==> src/rtl/core/asc_pkg.sv <==
// asc_pkg: shared types, constants and the control program of the alpha synapse unit.
// Standalone; imported by alpha_synapse_current_unit, asc_seq and asc_dp.
package asc_pkg;

    // table geometry
    localparam int ALPHA_TABLE_DEPTH = 1024;
    localparam int IDX_W = $clog2(ALPHA_TABLE_DEPTH);
    localparam int CNT_W = $clog2(IDX_W);

    // table recurrence seeds: e in Q2.30, exp(-1/256) in Q0.32
    localparam logic [31:0] E_Q2_30     = 32'd2918732889;
    localparam logic [31:0] DECAY_Q0_32 = 32'd4278222805;

    // shared multiplier operand width (signed)
    localparam int MUL_W = 33;

    // input item kinds
    typedef enum logic [1:0] {
        K_ACTIVATE   = 2'd0,
        K_DEACTIVATE = 2'd1,
        K_QUERY      = 2'd2
    } t_kind;

    // configuration register indexes
    localparam logic [1:0] CFG_PEAK = 2'd0;
    localparam logic [1:0] CFG_TAU  = 2'd1;
    localparam logic [1:0] CFG_REV  = 2'd2;

    typedef struct packed {
        logic [15:0] peak;
        logic [15:0] tau;
        logic [15:0] rev;
    } t_cfg;

    // datapath operations, one per control word
    typedef enum logic [3:0] {
        OP_NOP,
        OP_FILL_INIT,
        OP_FILL_ENT,
        OP_FILL_WR,
        OP_FILL_NEXT,
        OP_PUSH,
        OP_TAKE,
        OP_APPLY,
        OP_RANGE,
        OP_DIV,
        OP_MUL_GA,
        OP_MUL_DV,
        OP_SAT
    } t_op;

    // jump conditions
    typedef enum logic [2:0] {
        C_NEVER,
        C_ALWAYS,
        C_FILL_MORE,
        C_OUT_BUSY,
        C_NO_IN,
        C_NO_QUERY,
        C_OUT_RANGE,
        C_CNT_NZ
    } t_cond;

    localparam int UPC_W = 4;

    typedef struct packed {
        t_op              op;
        t_cond            cond;
        logic [UPC_W-1:0] target;
    } t_cword;

    // datapath flags seen by the sequencer
    typedef struct packed {
        logic fill_more;
        logic out_busy;
        logic no_query;
        logic out_range;
        logic cnt_nz;
    } t_status;

    // program addresses
    localparam logic [UPC_W-1:0] UA_FILL_INIT = 4'd0;
    localparam logic [UPC_W-1:0] UA_FILL_ENT  = 4'd1;
    localparam logic [UPC_W-1:0] UA_FILL_WR   = 4'd2;
    localparam logic [UPC_W-1:0] UA_FILL_NEXT = 4'd3;
    localparam logic [UPC_W-1:0] UA_GO_IDLE   = 4'd4;
    localparam logic [UPC_W-1:0] UA_FINISH    = 4'd5;
    localparam logic [UPC_W-1:0] UA_IDLE      = 4'd6;
    localparam logic [UPC_W-1:0] UA_APPLY     = 4'd7;
    localparam logic [UPC_W-1:0] UA_RANGE     = 4'd8;
    localparam logic [UPC_W-1:0] UA_DIV       = 4'd9;
    localparam logic [UPC_W-1:0] UA_LOOKUP    = 4'd10;
    localparam logic [UPC_W-1:0] UA_MUL_GA    = 4'd11;
    localparam logic [UPC_W-1:0] UA_MUL_DV    = 4'd12;
    localparam logic [UPC_W-1:0] UA_SAT       = 4'd13;

    // control store: a taken condition jumps to target, else falls through
    function automatic t_cword ucode(input logic [UPC_W-1:0] addr);
        t_cword w;
        case (addr)
            UA_FILL_INIT: w = '{op: OP_FILL_INIT, cond: C_NEVER,     target: UA_FILL_INIT};
            UA_FILL_ENT:  w = '{op: OP_FILL_ENT,  cond: C_NEVER,     target: UA_FILL_ENT};
            UA_FILL_WR:   w = '{op: OP_FILL_WR,   cond: C_NEVER,     target: UA_FILL_WR};
            UA_FILL_NEXT: w = '{op: OP_FILL_NEXT, cond: C_FILL_MORE, target: UA_FILL_ENT};
            UA_GO_IDLE:   w = '{op: OP_NOP,       cond: C_ALWAYS,    target: UA_IDLE};
            UA_FINISH:    w = '{op: OP_PUSH,      cond: C_OUT_BUSY,  target: UA_FINISH};
            UA_IDLE:      w = '{op: OP_TAKE,      cond: C_NO_IN,     target: UA_IDLE};
            UA_APPLY:     w = '{op: OP_APPLY,     cond: C_NO_QUERY,  target: UA_FINISH};
            UA_RANGE:     w = '{op: OP_RANGE,     cond: C_OUT_RANGE, target: UA_FINISH};
            UA_DIV:       w = '{op: OP_DIV,       cond: C_CNT_NZ,    target: UA_DIV};
            UA_LOOKUP:    w = '{op: OP_NOP,       cond: C_NEVER,     target: UA_LOOKUP};
            UA_MUL_GA:    w = '{op: OP_MUL_GA,    cond: C_NEVER,     target: UA_MUL_GA};
            UA_MUL_DV:    w = '{op: OP_MUL_DV,    cond: C_NEVER,     target: UA_MUL_DV};
            UA_SAT:       w = '{op: OP_SAT,       cond: C_ALWAYS,    target: UA_FINISH};
            default:      w = '{op: OP_NOP,       cond: C_ALWAYS,    target: UA_IDLE};
        endcase
        return w;
    endfunction

endpackage

==> src/rtl/core/asc_seq.sv <==
// asc_seq: step counter and control store of the alpha synapse unit.
// Depends on asc_pkg (control word, conditions, program).
module asc_seq
    import asc_pkg::*;
(
    input  logic    i_clk,
    input  logic    i_rst_n,
    input  logic    i_valid,
    input  t_status i_status,
    output t_cword  o_cw
);

    logic [UPC_W-1:0] r_upc;
    logic [UPC_W-1:0] n_upc;
    t_cword           cw;
    logic             taken;

    assign cw = ucode(r_upc);

    // jump condition select
    always_comb begin
        case (cw.cond)
            C_NEVER:     taken = 1'b0;
            C_ALWAYS:    taken = 1'b1;
            C_FILL_MORE: taken = i_status.fill_more;
            C_OUT_BUSY:  taken = i_status.out_busy;
            C_NO_IN:     taken = !i_valid;
            C_NO_QUERY:  taken = i_status.no_query;
            C_OUT_RANGE: taken = i_status.out_range;
            C_CNT_NZ:    taken = i_status.cnt_nz;
            default:     taken = 1'b0;
        endcase
    end

    assign n_upc = taken ? cw.target : r_upc + 1'b1;

    // step counter; reset starts the table fill program
    always_ff @(posedge i_clk) begin
        if (!i_rst_n) begin
            r_upc <= UA_FILL_INIT;
        end else begin
            r_upc <= n_upc;
        end
    end

    assign o_cw = cw;

endmodule

==> config.mk <==
export PLATFORM = sky130hd
export DESIGN_NAME = asc_seq
export DESIGN_NICKNAME = d
export VERILOG_FILES = /design/src/rtl/core/asc_pkg.sv /design/src/rtl/core/asc_seq.sv
export SDC_FILE = /design/constraint.sdc
export NUM_CORES = 1
export LEC_CHECK = 0
export ABC_CLOCK_PERIOD_IN_PS = 7700
export BUFFER_PORTS_ARGS = -buffer_cell sky130_fd_sc_hd__clkbuf_2
export CORE_MARGIN = 2
export CORE_UTILIZATION = 33
export DETAILED_ROUTE_END_ITERATION = 10
export PLACE_DENSITY = 0.58
export SLEW_MARGIN = 5
export SYNTH_ARGS = -nofsm -noshare
export SYNTH_HDL_FRONTEND = slang
export SYNTH_SLANG_ARGS = --single-unit
export TNS_END_PERCENT = 50
==> constraint.sdc <==
create_clock -name i_clk -period 7.7 [get_ports i_clk]
set_input_delay 0 -clock i_clk [delete_from_list [all_inputs] [get_ports i_clk]]
set_output_delay 0 -clock i_clk [all_outputs]
set_load 0.01 [all_outputs]
# Word level (Yosys, flattened, before mapping)
# Memory sizes are Yosys's and may differ from the RTL's. A register that Yosys moved wholly into a read port is not among the register bits.
# Cells that the tools add are included.
dict set report word_totals {
  out_inout_bits 11
  n_memories 1
  word_cells 15
  mem_bits_ro 176
  ff_bits 4
  inputBits 8
}
dict set report classes {
  n_eq_ne 7
  n_mux 3
  addsub 1
  reduce_logical 2
}
# name depth width rd rd_ports_with_merged_regs write_ports line
set mem_list {}
lappend mem_list {{(no name shown)} 16 11 1 1 0 asc_pkg.sv:100} ;# case (addr)
# cell count
set op_table {}
lappend op_table {{$eq 3x3->1 const B} 4}
lappend op_table {{$mux 4} 2}
lappend op_table {{$pmux 1 s8} 1}
lappend op_table {{$eq 3x2->1 const B} 2}
lappend op_table {{$add 4x1->4 const B} 1}
lappend op_table {{$eq 3x1->1 const B} 1}
lappend op_table {{$logic_not 3->1} 1}
lappend op_table {{$logic_not 1->1} 1}

# Logic depth before layout (Yosys ltp)
dict set report depth {
  depth_word 4
  ltp_mapped 12
  ltp_nobuf 11
}

# Worst setup path before layout
# OpenSTA, ideal clock, no wires.
dict set report synth_path {
  path_type {flip-flop to flip-flop}
  start {reg o_cw[4] (netlist name)}
  end {reg o_cw[7] (netlist name)}
  setup_slack_ns 5.138
  arrival_time_ns 2.425
  stages_incl_launch_ff 12
  cell_sequence {dfxtp_1 mux2_4 o211ai_2 o211ai_2 buf_6 mux2i_1 nor2_1 inv_1 ha_1 mux2_2 a211oi_1 a31oi_1}
}
dict set report synth_via {
  elab_chain_cells 4
  elab_cells_between_ends 11
}
# element line
set synth_lines {}
lappend synth_lines {{$eq 3x3->1 (tied with other cells)} asc_seq.sv:22} ;# case (cw.cond)
lappend synth_lines {{$pmux 1 s8 (*)} asc_seq.sv:22}
lappend synth_lines {{$mux 4 (*)} asc_seq.sv:35} ;# assign n_upc = taken ? cw.target : r_upc + 1'b1;
lappend synth_lines {{$mux 4 (no source line) (*)} -}
# Every way passes the cells marked *; elsewhere a longest branch is shown, timed or not.
# A chain may end at the register's enable or synchronous reset.

# Worst setup path after layout
dict set report layout_path {
  start {reg o_cw[4] (netlist name)}
  end {reg o_cw[8] (netlist name)}
}
dict set report layout_via {
  elab_chain_cells 4
  elab_cells_between_ends 11
}
# element line
set layout_lines {}
lappend layout_lines {{$eq 3x3->1 (tied with other cells)} asc_seq.sv:22}
lappend layout_lines {{$pmux 1 s8 (*)} asc_seq.sv:22}
lappend layout_lines {{$mux 4 (*)} asc_seq.sv:35}
lappend layout_lines {{$mux 4 (no source line) (*)} -}
# Marks and branches as above.

==> results.md <==
- Status: finished clean
- Initial antenna violation count: 0
- Worst-path clk slew: 0.10 ns
- Switch share: 0.416
- Distinct cells, synth: 38
- Number of global-route vias before repair: 785
- ANT nets after route: 0
- Clk buf depth: 2
- Post-CTS Hold Fix Bufs: 0
- Final TNS setup: 0 ns
- Final core utilization: 0.394
- Total of max-cap violations: 0
- Largest net degree at the start of global routing: 21
- Worst setup path end: o_cw[8]
- Hold Vio Cnt, Final: 0
- H-tree depth: 1
- Yosys reg bits: 15
- Nets@finish: 144
- Syn Nets: 125
- Avg Inst Size Synth: 8.74 sq um
- Post-DP HPWL: 1610 um
- Crit. Startpoint: o_cw[4]
- Register Area: 300 sq um
- Max-slew headroom: 0.415
- Clk sinks: 15
- Core Area: 2760 sq um
- Reg2Reg Depth: 9
- Critical path fanouts, max: 20
- RSZ-0062 raised after global routing: false
- Layout fillers: 278
- Routed vias/inst: 5.16
- Comb pwr share: 0.537
- Global placer's final weighted congestion: 0.876
- Final setup vio count: 0
- Cells after Synth: 110
- WP data arrival: 3.24 ns
- Final wirelength: 2070 um
- CP Launch Type: flip-flop
- Placed cells: 155
- CTS tree: done
- Power Density: 327 nW/um^2
- First drt pass iteration count: 4
- Final period util: 0.397
- Initial DRC count: 27
- PortBufs: 18
- Die X: 58.0 um
- Worst-Margin Slew: 0.876 ns
- Tmin final: 3.06 ns
- Synth Warn #: 0
- Critical Path End Type: flip-flop
- Starting Density: 0.348
- Ys async rst share: 0
- Cts bufs inserted: 3
- Max Fclk: 327 MHz
- VDD IR max: 0.116 mV
- Area Overhead vs Synth: 13.0%
- Layout Skew: 0.0171 ns
- Final Max Slew Viols: 0
- Synth Flop Type: dfxtp_1
- Crit Path Class: flip-flop to flip-flop
- Terminus of the critical flop-to-flop path: o_cw[8]
- Share of cells above drive strength 1: 0.258
- Routed len/inst: 13.0 um
- Total GRT Usage: 0.134
- Multi-input logic area: 587 sq um
- Sequential Power Share: 0.333
- Post-CTS Setup Repair Bufs: 0
- Commonest non-fill, non-tap cell in the layout: clkbuf_2
- EDFF count, synth: 0
- Sequential area share after synthesis: 0.313
- Most frequent cells in the layout: clkbuf_2 (18), dfxtp_1 (15), inv_1 (10), nand2_1 (10), nor2_1 (8)
- Vias: 821
- Worst min path class: input pin to flip-flop
- R2R Setup Slk: 4.64 ns
- Leak Pwr: 0.473 nW
- Die H: 58.0 um
- Area of the die: 3360 sq um
- Finished Layout Cells: 159
- Number of gates resized after cts: 0
- Worst reg2reg startpoint: o_cw[4]
- Post-Synthesis Cell Area: 961 sq um
- Diodes inserted: 0
- Total gr overflow: 0
- Residual DRC count: 0
- Clock share of power: 0.130
- Hold_ws: 0.0811 ns
- Root Driver: clkbuf_4
- Worst skew pair latency: 0.29 ns
- Total power: 0.355 mW
- Sw Pwr: 0.148 mW
- Crit path required time: 7.88 ns
- Std-Cell Rows: 19
- First-pass GRT wire length: 3410 um
- Ports: 19
- Internal: 0.208 mW
==> flip-flops by register name (all words and copies together), names as in the netlist <==
| register | count |
|---|---|
| o_cw | 11 |
| r_upc | 4 |
==> metrics by stage <==
step	setup WS, ns	instance area [sq um]
finish	4.64	1090
global route	4.29	1090
CTS	4.60	1090
detailed placement	4.65	1060
global placement	4.80	1060
floorplan	5.14	961
==> how the worst min path moves through the flow <==
stage          startpoint  depth (start not counted)        to  slack (ns)
4_1_cts           i_rst_n                          3  r_upc[1]        0.07
2_1_floorplan    o_cw[10]                          0  o_cw[10]        0.30
3_5_place_dp      i_rst_n                          2   o_cw[7]        0.37
3_3_place_gp      i_rst_n                          2   o_cw[7]        0.37
5_1_grt           i_rst_n                          3  r_upc[1]        0.09
6_report          i_rst_n                          2   o_cw[7]        0.08
==> worst max-delay path, cell delays in order, from the launching register on <==
cell and delay, ns:
dfxtp_1 0.43, mux2_4 0.33, o211ai_2 0.15, o211ai_2 0.38, mux2i_1 0.24, nor2_1 0.42
inv_1 0.15, ha_1 0.32, o311ai_2 0.34, o2bb2a_4 0.19
==> kinds of logic (layout without fill, tap and decap cells) <==
logic type                 count (synthesis)  in the layout  share of synthesized area
buffers and inverters                     15             33                     0.0768
xor gates and xnor gates                   4              4                     0.0365
muxes                                      8              8                      0.105
and+or+nand+nor                           32             32                      0.154
adders and majority gates                  7              7                     0.0911
AOI/OAI and AO/OA                         29             29                      0.224
DFF                                       15             15                      0.313
==> final cells by class <==
class,instances,area share
multi-input cells,80,0.540
flip-flops and latches,15,0.276
repair buffers,18,0.0829
inverters,11,0.0392
well taps,31,0.0357
clock buffers,3,0.0207
clock inverters,1,0.00461
==> synth_stat cells, drive strengths merged (2+ instances only) <==
library cell   n  area [sq um]
nor3           2          10.0
buf            3          27.5
o211ai         2          25.0
a211oi         2          15.0
inv           10          37.5
mux2           4          48.8
nand3          5          25.0
a21oi          6          30.0
nand2         10          37.5
nor2b          2          12.5
dfxtp         15           300
ha             7          87.6
mux2i          4          52.6
o21ai          8          40.0
nor2           8          30.0
xor2           3          26.3
o22ai          2          12.5
==> metal layers <==
metal | up-vias | part of all wire | global-route usage
met4 | 0 | 0.019 | 0.0797
li1 | 418 | - | -
met1 | 377 | 0.44 | 0.161
met5 | - | 0 | 0
met2 | 22 | 0.49 | 0.218
met3 | 4 | 0.053 | 0.0290
==> power by group through the flow <==
stage                     logic [mW]  clock network, mW  registers, mW
after detailed placement       0.192                  0          0.120
after floorplan                0.149                  0          0.124
after global placement         0.191                  0          0.119
after global routing           0.211             0.0516          0.122
final                          0.191             0.0461          0.118
after CTS                      0.193             0.0488          0.118
Note: power is estimated with default switching activity, not from simulation.
